==> src/rtl/dlmb_pkg.sv <==
// Package for the depth linearisation / mask / bounding-box block.
// Holds widths, register indexes and the item structs shared by the RTL and testbench.
// No dependencies.
`default_nettype none
package dlmb_pkg;
  localparam int DepthBits = 24;
  localparam int CoordW    = 12;
  localparam int SideW     = 13;
  localparam int PlaneW    = 16;
  localparam int MaxSide   = 4096;
  // numerator n*f*2^24 < 2^56, denominator < 2^41
  localparam int NumW      = 2 * PlaneW + DepthBits;
  localparam int DenW      = PlaneW + DepthBits + 1;
  localparam int QCntW     = 6;

  typedef enum logic [1:0] {
    REG_WIDTH  = 2'd0,
    REG_HEIGHT = 2'd1,
    REG_NEAR   = 2'd2,
    REG_FAR    = 2'd3
  } reg_idx_t;

  typedef enum logic [1:0] {
    DIV_IDLE = 2'd0,
    DIV_RUN  = 2'd1,
    DIV_DONE = 2'd2
  } div_state_t;

  // classified pixel handed from front to back
  typedef struct packed {
    logic [NumW-1:0]   num;
    logic [DenW-1:0]   den;
    logic              bg;
    logic              frame_end;
    logic              box_valid;
    logic [CoordW-1:0] left;
    logic [CoordW-1:0] top;
    logic [CoordW-1:0] right;
    logic [CoordW-1:0] bottom;
  } job_t;

  typedef struct packed {
    logic [15:0]       depth_mm;
    logic              in_mask;
    logic              frame_done;
    logic              box_valid;
    logic [CoordW-1:0] box_left;
    logic [CoordW-1:0] box_top;
    logic [CoordW-1:0] box_right;
    logic [CoordW-1:0] box_bottom;
  } result_t;
endpackage
`default_nettype wire

==> src/rtl/dlmb_fifo.sv <==
// Two-entry queue between the front end and the divider back end.
// Depends on dlmb_pkg.
`default_nettype none
module dlmb_fifo (
  input  wire logic           clk,
  input  wire logic           rst_n,
  input  wire logic           wr_valid,
  output logic                wr_ready,
  input  wire dlmb_pkg::job_t wr_data,
  output logic                rd_valid,
  input  wire logic           rd_ready,
  output dlmb_pkg::job_t      rd_data
);
  dlmb_pkg::job_t mem_r [2];
  logic       wp_r, rp_r;
  logic [1:0] cnt_r;
  logic       wr, rd;

  assign wr_ready = cnt_r != 2'd2;
  assign rd_valid = cnt_r != 2'd0;
  assign rd_data  = mem_r[rp_r];
  assign wr = wr_valid && wr_ready;
  assign rd = rd_valid && rd_ready;

  always_ff @(posedge clk) begin
    if (wr) mem_r[wp_r] <= wr_data;
  end

  always_ff @(posedge clk) begin
    if (!rst_n) begin
      wp_r <= 1'b0; rp_r <= 1'b0; cnt_r <= '0;
    end else begin
      if (wr) wp_r <= ~wp_r;
      if (rd) rp_r <= ~rp_r;
      cnt_r <= cnt_r + {1'b0, wr} - {1'b0, rd};
    end
  end
endmodule
`default_nettype wire

==> config.mk <==
export PLATFORM = sky130hd
export DESIGN_NAME = dlmb_fifo
export DESIGN_NICKNAME = d
export VERILOG_FILES = /design/src/rtl/dlmb_pkg.sv /design/src/rtl/dlmb_fifo.sv
export SDC_FILE = /design/constraint.sdc
export NUM_CORES = 1
export LEC_CHECK = 0
export ABC_CLOCK_PERIOD_IN_PS = 13600
export BUFFER_PORTS_ARGS = -buffer_cell sky130_fd_sc_hd__buf_2
export CAP_MARGIN = 10
export CORE_MARGIN = 8
export CORE_UTILIZATION = 52
export CTS_CLUSTER_SIZE = 10
export DETAILED_ROUTE_END_ITERATION = 6
export PLACE_DENSITY = 0.79
export SETUP_SLACK_MARGIN = 0.4
export SLEW_MARGIN = 40
export SYNTH_ARGS = -nofsm -noshare
export SYNTH_HDL_FRONTEND = slang
export SYNTH_SLANG_ARGS = --single-unit
==> constraint.sdc <==
create_clock -name clk -period 13.6 [get_ports clk]
set_input_delay 2.72 -clock clk [delete_from_list [all_inputs] [get_ports clk]]
set_output_delay 2.72 -clock clk [all_outputs]
set_load 0.01 [all_outputs]
==> metrics.cfg <==
[run_status]
outcome=finished clean

[die]
dieWidth_um=161
fp-row-count=53
die_h_um=161
io-pin-count=302
die_area_um2=26000
core_area_um2=20800
initial_utilization_pct=52.6

[clocking]
ctsHoldBuffers=0
clk_latency_ns=0.49
cts_buffers=36
cts.repair.resized=0
post-cts-setup-buffers=0
clock-sinks=301
clk_transition_reported_paths_ns=0.05
h-tree-depth=2
cts_tree=built
clockBufferDepth=3
cts_root_buf=clkbuf_16

[timing]
slew_viol_final=0
hold_violations=0
grt_setup_unrepaired=false
skew_ns=0.00792
fmax_mhz=191
setup_violations=0
tightest_slew_ns=0.753
fin_tns_setup_ns=0
fin_crit_sh_pct=38.6
timing.slew.headroom_pct=49.8
min_period_ns=5.25

[worst_setup_path]
worstPathArrival_ns=2.53
worstSetupPathType=reg -> out
critPathCaptureType=primary output
critPathLaunchType=flip-flop
critPathMaxStageDelay_ns=0.73
crit_fanout=53
cpMaxStageDelayCell=dfxtp_4
worstPathRequired_ns=10.88
path_cells=buf_4 > mux2_2 > buf_2

[global_routing]
antenna_found_initial=6
grt_usage_pct=16.2
grt_max_degree=79
grt_pass1_wl_um=32900
grt_pass1_vias=5963
grt_overflow=0

[pwr]
p_per_area_nw_per_um2=188
finalPower_mw=2.58
ir_drop_uv=117
leakage_nw=5.11

[yosys]
avgSynthCellArea_um2=22.6
yosys_warnings=0
ys_top_cells_by_area=edfxtp_1 (81%), mux2_2 (15%), buf_6 (1.2%)
ys_types=18
syn_nets=638
synth_cells=484
yosysSeqAreaShare_pct=82.1
ys_seq_elements=301
yosys.area.top_type=edfxtp_1
synth_area_um2=10900
synth_top_area_share_pct=81.2

[placement]
numPortBuffers=301
dpl-instance-area_um2=12700
gp_congestion=0.705
hpwl_um=14700

[routing]
num_vias=5633
drc=0
routed_wl_um=22000
dr.pass1.iters=4
dr.first_iter.drc_count=282
routedWlPerCell_um=19.9
ant_nets=0
vias_per_cell=5.09

[cells_and_area]
drive_gt1_share_pct=60.2
layout.nets=967
syn_to_final_growth_pct=25.3
nFillCells=1433
fin_util_pct=65.9
fin_area_um2=13700

[hold_path]
hold_path.class=reg -> reg

[run]
max_cap_viol_count=0

Yosys cell counts:
| master | n |
|---|---|
| and2_1 | 2 |
| and3_1 | 1 |
| buf_2 | 2 |
| buf_4 | 2 |
| buf_6 | 12 |
| dfxtp_1 | 5 |
| edfxtp_1 | 296 |
| ha_1 | 2 |
| inv_1 | 1 |
| mux2_2 | 148 |
| mux2i_1 | 1 |
| nand2_1 | 2 |
| nand2b_1 | 2 |
| nor2_1 | 1 |
| nor2b_1 | 2 |
| o21a_1 | 1 |
| or2_2 | 1 |
| xnor2_1 | 3 |
cell usage in the layout (no fill, tap or decap):
cell,netlist,routed
mux2_2,148,148
or2_2,1,1
clkinvlp_4,0,1
o21a_1,1,1
and2_1,2,2
dfxtp_4,0,1
nor2b_1,2,2
dfxtp_1,5,4
clkbuf_16,0,37
and3_4,0,1
nand2_1,2,2
clkbuf_1,0,13
buf_6,12,3
nor2_4,0,1
diode_2,0,4
inv_1,1,1
ha_1,2,2
clkinv_2,0,1
buf_12,0,1
buf_2,2,301
xnor2_1,3,3
nand2b_1,2,2
mux2i_1,1,1
buf_4,2,2
edfxtp_1,296,296
worst max-delay path, delay by kind of cell (launching register included):
kind | cells | cell delay [ns]
buffers and inverters | 2 | 0.80
DFF | 1 | 0.73
muxes | 1 | 0.43
per-layer routing:
layer / vias up / track usage (%) / wire length [um]
met5: - / 0 / 27
met4: 4 / 5.39 / 475
met3: 48 / 6.08 / 1900
met2: 227 / 28.2 / 11300
met1: 2769 / 18.0 / 8290
li1: 2585 / - / -
state kept, by name (all words and copies together) (netlist names), named ones only:
name and count:
mem_r 296, rp_r 1, wp_r 1, cnt_r 2
kinds of logic (layout without fill, tap and decap cells):
group	count (synthesis)	after routing	share of synthesized area, %
AND/OR/NAND/NOR	11	11	0.560
multiplexers	149	149	15.3
other	0	4	0
AO/OA/AOI/OAI	1	1	0.0686
XOR/XNOR	3	3	0.240
flip-flops	301	301	82.1
buffers and inverters	17	360	1.50
adder cells (fa/ha/maj)	2	2	0.229
through the flow:
stage | std cells | worst slack (ns) | hold slack, ns
detailed placement | 1050 | 8.80 | 0.530
CTS | 1102 | 8.31 | 0.547
global route | 1106 | 8.22 | 0.573
floorplan | 484 | 3.98 | 0.455
finish | 1106 | 8.35 | 0.537
global placement | 1049 | 8.48 | 0.519
layout make-up:
cell class / count / area [um^2] / area share, %
Sequential cell: 301 / 8990 / 65.5
Multi-Input combinational cell: 166 / 1810 / 13.2
Timing Repair Buffer: 307 / 1580 / 11.5
Clock buffer: 50 / 975 / 7.10
Tap cell: 275 / 344 / 2.51
Clock inverter: 2 / 12.5 / 0.0912
Antenna cell: 4 / 10.0 / 0.0729
Inverter: 1 / 3.75 / 0.0274
power by group:
group	switching, mW	leakage (nW)	internal [mW]
Combinational	0.300	1.82	0.258
Clock	0.319	0.475	0.492
Sequential	0.0431	2.81	1.17
Total	0.662	5.11	1.92
final timing paths:
path	start	endpoint	slack, ns	cells after the start
worst max register to register	cnt_r[0]	mem_r[1][115]	11.14	4
worst min register to register	rp_r	rp_r	0.54	2
worst max-delay path	flip-flop	rd_data[32]	8.35	3
worst min-delay path	rp_r	rp_r	0.54	2
Note: power is estimated with default switching activity, not from simulation.
