### config.mk
export PLATFORM = sky130hd
export DESIGN_NAME = dlmb_back
export DESIGN_NICKNAME = d
export VERILOG_FILES = /design/src/rtl/dlmb_pkg.sv /design/src/rtl/dlmb_back.sv
export SDC_FILE = /design/constraint.sdc
export NUM_CORES = 1
export LEC_CHECK = 0
export ABC_AREA = 1
export BUFFER_PORTS_ARGS = -buffer_cell sky130_fd_sc_hd__buf_2
export CORE_MARGIN = 4
export CORE_UTILIZATION = 52
export DETAILED_ROUTE_END_ITERATION = 10
export MAX_ROUTING_LAYER = met4
export PLACE_DENSITY = 0.75
export RECOVER_POWER = 50
export SLEW_MARGIN = 0
export SYNTH_ARGS = -nofsm -noshare
export SYNTH_HDL_FRONTEND = slang
export SYNTH_SLANG_ARGS = --single-unit
### constraint.sdc
create_clock -name clk -period 7.5 [get_ports clk]
set_input_delay 0.375 -clock clk [delete_from_list [all_inputs] [get_ports clk]]
set_output_delay 0.375 -clock clk [all_outputs]
set_load 0.02 [all_outputs]
### src/rtl/dlmb_pkg.sv
// Package for the depth linearisation / mask / bounding-box block.
// Holds widths, register indexes and the item structs shared by the RTL and testbench.
// No dependencies.
`default_nettype none
package dlmb_pkg;
  localparam int DepthBits = 24;
  localparam int CoordW    = 12;
  localparam int SideW     = 13;
  localparam int PlaneW    = 16;
  localparam int MaxSide   = 4096;
  // numerator n*f*2^24 < 2^56, denominator < 2^41
  localparam int NumW      = 2 * PlaneW + DepthBits;
  localparam int DenW      = PlaneW + DepthBits + 1;
  localparam int QCntW     = 6;

  typedef enum logic [1:0] {
    REG_WIDTH  = 2'd0,
    REG_HEIGHT = 2'd1,
    REG_NEAR   = 2'd2,
    REG_FAR    = 2'd3
  } reg_idx_t;

  typedef enum logic [1:0] {
    DIV_IDLE = 2'd0,
    DIV_RUN  = 2'd1,
    DIV_DONE = 2'd2
  } div_state_t;

  // classified pixel handed from front to back
  typedef struct packed {
    logic [NumW-1:0]   num;
    logic [DenW-1:0]   den;
    logic              bg;
    logic              frame_end;
    logic              box_valid;
    logic [CoordW-1:0] left;
    logic [CoordW-1:0] top;
    logic [CoordW-1:0] right;
    logic [CoordW-1:0] bottom;
  } job_t;

  typedef struct packed {
    logic [15:0]       depth_mm;
    logic              in_mask;
    logic              frame_done;
    logic              box_valid;
    logic [CoordW-1:0] box_left;
    logic [CoordW-1:0] box_top;
    logic [CoordW-1:0] box_right;
    logic [CoordW-1:0] box_bottom;
  } result_t;
endpackage
`default_nettype wire

### src/rtl/dlmb_back.sv
// Back end: restoring divider one quotient bit per cycle, rounding, result register.
// Depends on dlmb_pkg.
`default_nettype none
module dlmb_back (
  input  wire logic           clk,
  input  wire logic           rst_n,
  input  wire logic           job_valid,
  output logic                job_ready,
  input  wire dlmb_pkg::job_t job,
  output logic                res_valid,
  input  wire logic           res_ready,
  output dlmb_pkg::result_t   res
);
  localparam int NW = dlmb_pkg::NumW;
  localparam int DW = dlmb_pkg::DenW;

  dlmb_pkg::div_state_t st_r, st_nxt;
  dlmb_pkg::job_t       job_r;
  logic [NW-1:0]        q_r, q_nxt;
  logic [DW:0]          rem_r, rem_nxt;
  logic [dlmb_pkg::QCntW-1:0] cnt_r, cnt_nxt;
  logic [DW+1:0]        trial;
  logic [DW+1:0]        r2;
  logic                 up;
  logic [NW-1:0]        qr;
  logic [15:0]          z;

  always_comb begin
    st_nxt = st_r;
    unique case (st_r)
      dlmb_pkg::DIV_IDLE: if (job_valid) st_nxt = dlmb_pkg::DIV_RUN;
      dlmb_pkg::DIV_RUN:  if (cnt_r == '0) st_nxt = dlmb_pkg::DIV_DONE;
      dlmb_pkg::DIV_DONE: if (res_ready) st_nxt = dlmb_pkg::DIV_IDLE;
      default:            st_nxt = dlmb_pkg::DIV_IDLE;
    endcase
  end

  always_comb begin
    job_ready = (st_r == dlmb_pkg::DIV_IDLE);
    res_valid = (st_r == dlmb_pkg::DIV_DONE);
    trial = {rem_r, job_r.num[cnt_r]} - {1'b0, job_r.den};
    if (!trial[DW+1]) begin
      rem_nxt = trial[DW:0];
      q_nxt   = {q_r[NW-2:0], 1'b1};
    end else begin
      rem_nxt = {rem_r[DW-1:0], job_r.num[cnt_r]};
      q_nxt   = {q_r[NW-2:0], 1'b0};
    end
    cnt_nxt = cnt_r - 1'b1;
    r2 = {rem_r, 1'b0};
    up = (r2 > {1'b0, job_r.den}) || ((r2 == {1'b0, job_r.den}) && q_r[0]);
    qr = q_r + NW'(up);
    if (job_r.den == '0 || job_r.bg) z = '0;
    else if (qr > NW'(16'hFFFF)) z = 16'hFFFF;
    else z = qr[15:0];
    res.depth_mm   = z;
    res.in_mask    = !job_r.bg;
    res.frame_done = job_r.frame_end;
    res.box_valid  = job_r.box_valid;
    res.box_left   = job_r.left;
    res.box_top    = job_r.top;
    res.box_right  = job_r.right;
    res.box_bottom = job_r.bottom;
  end

  always_ff @(posedge clk) begin
    if (job_ready && job_valid) job_r <= job;
    if (st_r == dlmb_pkg::DIV_IDLE) begin
      q_r <= '0; rem_r <= '0; cnt_r <= dlmb_pkg::QCntW'(NW - 1);
    end else if (st_r == dlmb_pkg::DIV_RUN) begin
      q_r <= q_nxt; rem_r <= rem_nxt; cnt_r <= cnt_nxt;
    end
  end

  always_ff @(posedge clk) begin
    if (!rst_n) st_r <= dlmb_pkg::DIV_IDLE;
    else        st_r <= st_nxt;
  end
endmodule
`default_nettype wire

==> out/summary.txt, run 1 <==
Worst EP arrival: 6.14 ns
layout cell share with drive strength beyond 1: 10.0%
CP cell instances: inv_1 -> o21ai_0 -> o221ai_1 -> nand4_1 -> nand3_1 -> nand2_1 -> nand2_1 -> inv_1 -> ha_1 -> fa_1 -> o21ai_2 -> a21oi_2 -> o21bai_2 -> nand2_1 -> nand2_1 -> nand2_1 -> nand2_1 -> nand2_1 -> nand2_2 -> nand2_1 -> nand2_1 -> o21ai_0 -> nand2_1
ratio of final minimum period to clock period: 75.2%
Internal Dissipation: 2.61 mW
Global Route Usage Sum: 29.7%
global-route wire length before repair: 71.2 mm
Vias: 13800
Worst Setup SP: cnt_r[0]$_SDFFE_PP1N_
Worst setup EP type: flop
WHS Path Cells: 1
Leakage Power: 7.39 nW
synthesized area: 14500 µm²
R2R cell count: 23
row count: 60
clk slew on worst S/H paths: 0.06 ns
synth unique cells: 47
Routed wire per std cell: 17.8 µm
clk sinks: 254
Congestion Overflow GR: 0
Ant. Diodes: 0
placed cells: 2355
run status: complete, but fails checks
Peak supply drop: 0.228 mV
DRC violations left: 0
Worst Tran Pin Value: 2.35 ns
clock power share: 34.3%
TritonCTS clock tree: yes
final hold vios: 0
Synth Warn #: 0
P per Cell Area: 215 nW/µm²
sequential power share: 43.9%
r2r startpoint: cnt_r[0]$_SDFFE_PP1N_
startpoint of the worst hold path: job[71]
Comb power frac: 21.8%
die area: 30500 µm²
hpwl dp: 31.4 mm
Sw Pwr: 1.18 mW
flop-to-flop setup slack: 1.86 ns
CTS Root Cell: clkbuf_16
ys flop type: edfxtp_1
starting density of the core: 53.2%
Most common cell on crit path: nand2_1
Avg Inst Size Synth: 7.81 µm²
worst-path maximum fanout: 33
TNS Setup: 0 ns
critical path launch point type: flop
first-pass iteration count of the detailed router: 5
RSZ-0062 raised after global routing: false
total core area: 27200 µm²
Slew HR: -57.0%
final antenna-violating net count: 0
final core utilization: 64.8%
Synth-to-Final Area Change: 21.8%
Port Buf Inserts: 220
FF+latch count, synth: 254
Nets: 2348
EDFF count, synth: 148
Seq/Total Area, Yosys: 45.4%
Synth Instances: 1851
Via-to-Cell Ratio: 5.43
RePlAce Congestion: 0.983
Final setup viols: 0
R2R Path End: rem_r[38]$_SDFFE_PP0N_
violated checks: capacitance limit, slew limit
number of global-route vias before repair: 13300
fill count: 2343
switch share: 31.2%
final wirelength: 45.4 mm
Die Span Y: 175 µm
Clock H-tree levels: 1
HP Class: in -> reg
Worst path slowest cell: inv_1
worst skew pair latency: 0.58 ns
Hold Path Sink: job_r[71]$_DFFE_PP_
CP Data Required Time: 8.00 ns
# IOs: 221
Max Fclk: 177 MHz
min Tclk post-route: 5.64 ns
CTS resizes: 0
largest net degree at the start of global routing: 74
syn nets: 2049
Max Clock Skew: 0.0493 ns
1st-iter DRT viols: 1345
clk buf depth: 3
initial antenna violation count: 1
Die Wd: 175 µm
Setup CP Type: reg -> reg
Num CTS Buffers: 28
Final Max Tran Viols: 102
slowest cell delay on critical path: 0.90 ns
total of max-cap violations: 3
Layout Cells excl Fill: 2544
asr flop ratio synth: 0%
## cells in the mapped netlist, types with 7 or more instances
cell | instances | area [µm²]
nand2_1 | 473 | 1780
inv_1 | 241 | 905
nor2_1 | 208 | 781
edfxtp_1 | 148 | 4440
dfxtp_1 | 106 | 2120
nand3_1 | 100 | 500
o21ai_0 | 92 | 460
a21oi_1 | 62 | 310
buf_4 | 56 | 420
o22ai_1 | 55 | 344
ha_1 | 45 | 563
nand4_1 | 43 | 269
clkbuf_1 | 30 | 113
xor2_1 | 30 | 263
xnor2_1 | 21 | 184
nor3_1 | 19 | 95.1
o221ai_1 | 14 | 123
nor4_1 | 13 | 81.3
nor2_2 | 11 | 68.8
o21ai_1 | 9 | 45.0
nand2_2 | 8 | 50.1
nor2_4 | 7 | 78.8
## through the flow
stage	worst slack [ns]	instance area, µm²	total power, mW	hold slack, ns
2_1_floorplan	2.20	14500	2.25	0.448
3_3_place_gp	2.34	15500	2.42	0.460
3_5_place_dp	2.24	15500	2.43	0.461
4_1_cts	2.17	17700	3.78	0.000778
5_1_grt	1.50	17600	3.97	0.00290
6_report	1.86	17600	3.79	0.0200
## per-layer routing
| metal | global-route usage (%) | vias up | routed length [µm] | share of wire (%) |
|---|---|---|---|---|
| met4 | 8.41 | 0 | 1530 | 3.4 |
| li1 | - | 6669 | - | - |
| met3 | 6.38 | 97 | 4290 | 9.5 |
| met2 | 45.2 | 694 | 19700 | 43 |
| met5 | - | - | 0 | 0 |
| met1 | 40.4 | 6361 | 19900 | 44 |
## sequential cells by signal, summed over array words and instances (netlist names)
register and count:
rem_r 42, q_r 56, st_r 2, res 50
cnt_r 6, job_r 98
## power by group through the flow
stage | sequential, mW | clock, mW | combinational (mW)
3_3_place_gp | 1.68 | 0 | 0.734
3_5_place_dp | 1.69 | 0 | 0.747
6_report | 1.66 | 1.30 | 0.827
4_1_cts | 1.66 | 1.31 | 0.808
5_1_grt | 1.67 | 1.38 | 0.914
2_1_floorplan | 1.66 | 0 | 0.591
## critical path: cells and delay by family (launching register included)
kind            cells  cell delay (ns)
simple gates       13             1.95
compound gates      6             1.33
buf+inv             2             1.00
fa+ha+maj           2             0.64
flops               1             0.63
## layout make-up
cell class,instances,area (µm²),share of cell area (%)
Clock inverter,10,98.8,0.562
Multi-Input combinational cell,1255,6370,36.2
Tap cell,372,465,2.64
Sequential cell,254,6570,37.3
Timing Repair Buffer,362,2400,13.7
Inverter,249,935,5.31
Clock buffer,42,763,4.34
## worst max path at each step
stage	slack, ns	cells after the start	endpoint
2_1_floorplan	2.20	4	job_r[100]$_DFFE_PP_
3_3_place_gp	2.34	23	rem_r[38]$_SDFFE_PP0N_
3_5_place_dp	2.24	23	rem_r[38]$_SDFFE_PP0N_
4_1_cts	2.17	23	rem_r[40]$_SDFFE_PP0N_
5_1_grt	1.50	23	rem_r[13]$_SDFFE_PP0N_
6_report	1.86	23	rem_r[38]$_SDFFE_PP0N_
## placed cells by master (no fill, tap or decap), drive strengths merged, types with 45 or more instances in the layout
cell type | Yosys | layout
a21oi | 63 | 63
buf | 63 | 142
clkbuf | 30 | 125
dfxtp | 106 | 106
dlygate4sd3 | 0 | 137
edfxtp | 148 | 148
ha | 45 | 45
inv | 246 | 246
nand2 | 483 | 483
nand3 | 101 | 101
nor2 | 226 | 226
o21ai | 102 | 102
o22ai | 55 | 55
## cells by family after synthesis
logic type	after synthesis	synth area share, %
AO/OA/AOI/OAI	264	10.6
XOR/XNOR	51	3.09
buffers and inverters	342	10.6
flip-flops	254	45.4
AND/OR/NAND/NOR	894	26.3
adder cells (fa/ha/maj)	46	4.03
## timing repair
item	CTS	global route
buffers inserted	0	0
endpoints found under the hold margin	136	1
hold buffers	136	1
Power figures use the tool's default switching activity.
==> run 2: changes to the inputs <==
- CORE_UTILIZATION: 52 -> 58
- PLACE_DENSITY: 0.75 -> 0.79
- clock period: 7.5 -> 5.7 ns (I/O delays scaled with it)
==> run 2 against run 1 <==
Effect of this change: the run still ends with capacitance limit, slew limit left; wire length grew 7.5%; sequential share of layout area decreased by 0.36 points; register-to-register slack got worse by 1.4 ns; global-route usage up 5.4 points; largest power group unchanged.
==> out/summary.txt, run 2 (synthesis results as in run 1) <==
flop-to-flop setup slack: 0.50 ns
# IOs: 221
Slew HR: -76.6%
critical path launch point type: flop
Synth-to-Final Area Change: 23.0%
Via-to-Cell Ratio: 5.78
Num CTS Buffers: 27
Clock H-tree levels: 1
Worst EP arrival: 4.95 ns
Final Max Tran Viols: 126
Ant. Diodes: 0
largest register by flop count: job_r
most frequent cells in the layout: nand2_1, inv_1, nor2_1
RePlAce Congestion: 1.06
row count: 57
Global Route Usage Sum: 35.1%
Worst Tran Pin Value: 2.65 ns
Routed wire per std cell: 19.5 µm
Congestion Overflow GR: 0
run status: complete, but fails checks
initial antenna violation count: 0
r2r startpoint: st_r[1]$_SDFFE_PN0P_
total of max-cap violations: 3
TritonCTS clock tree: yes
clk slew on worst S/H paths: 0.06 ns
final antenna-violating net count: 0
1st-iter DRT viols: 1982
final wirelength: 48.8 mm
most common cell after layout, fill and taps aside: nand2_1
Vias: 14500
number of global-route vias before repair: 14000
startpoint of the worst hold path: res_ready
layout cell share with drive strength beyond 1: 9.99%
Nets: 2362
ratio of final minimum period to clock period: 91.9%
global-route wire length before repair: 76.0 mm
total core area: 24400 µm²
Leakage Power: 7.47 nW
clk sinks: 254
WHS Path Cells: 3
violated checks: capacitance limit, slew limit
R2R Path End: q_r[8]$_SDFFE_PP0N_
starting density of the core: 59.3%
HP Class: in -> reg
Hold Path Sink: st_r[1]$_SDFFE_PN0P_
Final setup viols: 0
CP Data Required Time: 5.41 ns
Max Fclk: 191 MHz
Setup CP Type: reg -> out
Worst setup EP type: output pin
Peak supply drop: 0.277 mV
R2R cell count: 5
hpwl dp: 31.2 mm
worst slack at placement: 0.700 ns
die area: 27500 µm²
CTS Root Cell: clkbuf_16
Port Buf Inserts: 220
Max Clock Skew: 0.0160 ns
first-pass iteration count of the detailed router: 6
Largest register FFs: 98
Die Span Y: 166 µm
Die Wd: 166 µm
Worst Setup Slack, final: 0.463 ns
worst-path maximum fanout: 16
clk buf depth: 3
final hold vios: 0
min Tclk post-route: 5.24 ns
TNS Setup: 0 ns
largest net degree at the start of global routing: 59
worst skew pair latency: 0.57 ns
P per Cell Area: 296 nW/µm²
DRC violations left: 0
RSZ-0062 raised after global routing: false
-- run 2: cell count changes in the layout (fill, tap and decap cells not counted), sizes merged --
cell	change
clkbuf	+5
dlygate4sd3	+12
clkinv	-3
inv	+1
buf	-8
clkinvlp	+1
bufinv	+3
-- run 2: worst max path at each step --
stage / from / endpoint
4_1_cts: job_r[83]$_DFFE_PP_ / res[53]
3_5_place_dp: cnt_r[0]$_SDFFE_PP1N_ / rem_r[23]$_SDFFE_PP0N_
6_report: job_r[82]$_DFFE_PP_ / res[65]
2_1_floorplan: st_r[1]$_SDFFE_PN0P_ / job_r[100]$_DFFE_PP_
5_1_grt: job_r[82]$_DFFE_PP_ / res[65]
3_3_place_gp: cnt_r[0]$_SDFFE_PP1N_ / rem_r[38]$_SDFFE_PP0N_
-- run 2: per-layer routing --
metal,up-vias,GRT usage [%],part of all wire (%)
met2,929,53.6,45
li1,6700,-,-
met4,0,10.8,3.4
met1,6710,48.0,42
met5,-,-,0
met3,143,6.43,10
-- run 2: cell type report --
cell class	instances	area (µm²)
repair buffers	377	2540
clock inverters	12	180
clock buffers	36	762
flip-flops and latches	254	6570
fillers	1776	6620
multi-input cells	1255	6380
inverters	249	938
well taps	324	405
-- run 2: where the power goes --
group | internal (mW) | switching, mW
clock | 1.13 | 0.790
combinational | 0.383 | 0.799
sequential | 2.09 | 0.0797
-- run 2: timing repair --
item	CTS	global route
setup buffers	0	1
endpoints found under the setup margin	0	17
hold buffers	149	0
endpoints found under the hold margin	150	0
resized for setup	0	5
-- run 2: through the flow --
stage / power, mW / hold WS, ns / cells / instance area (µm²) / utilization (%)
after floorplan: 2.96 / 0.384 / 1851 / 14500 / -
after global placement: 3.19 / 0.461 / 2309 / 15400 / 63.3
after detailed placement: 3.21 / 0.462 / 2309 / 15400 / 63.3
after CTS: 5.15 / 0.0641 / 2506 / 17900 / 73.3
after global routing: 5.46 / 0.101 / 2507 / 17800 / 72.9
final: 5.27 / 0.0741 / 2507 / 17800 / 72.9
-- run 2: critical path, cell delays in order (launching register included) --
cell	delay [ns]
edfxtp_1	0.38
inv_1	0.08
ha_1	0.38
nand2_1	0.13
nor2_2	0.17
inv_1	0.09
o21ai_0	0.35
a31oi_1	0.18
o211ai_1	0.14
o41ai_1	0.11
inv_1	0.09
ha_1	0.21
inv_1	0.07
nor2_2	0.15
nand2_2	0.11
nor2_4	0.19
nand2_1	0.17
nand2_1	0.09
nand3_1	0.06
nor2_1	0.12
nand3_1	0.14
nor2_1	0.14
nand2_1	0.10
nor2_4	0.28
nand4_1	0.16
nand2_1	0.09
inv_1	0.06
buf_2	0.16
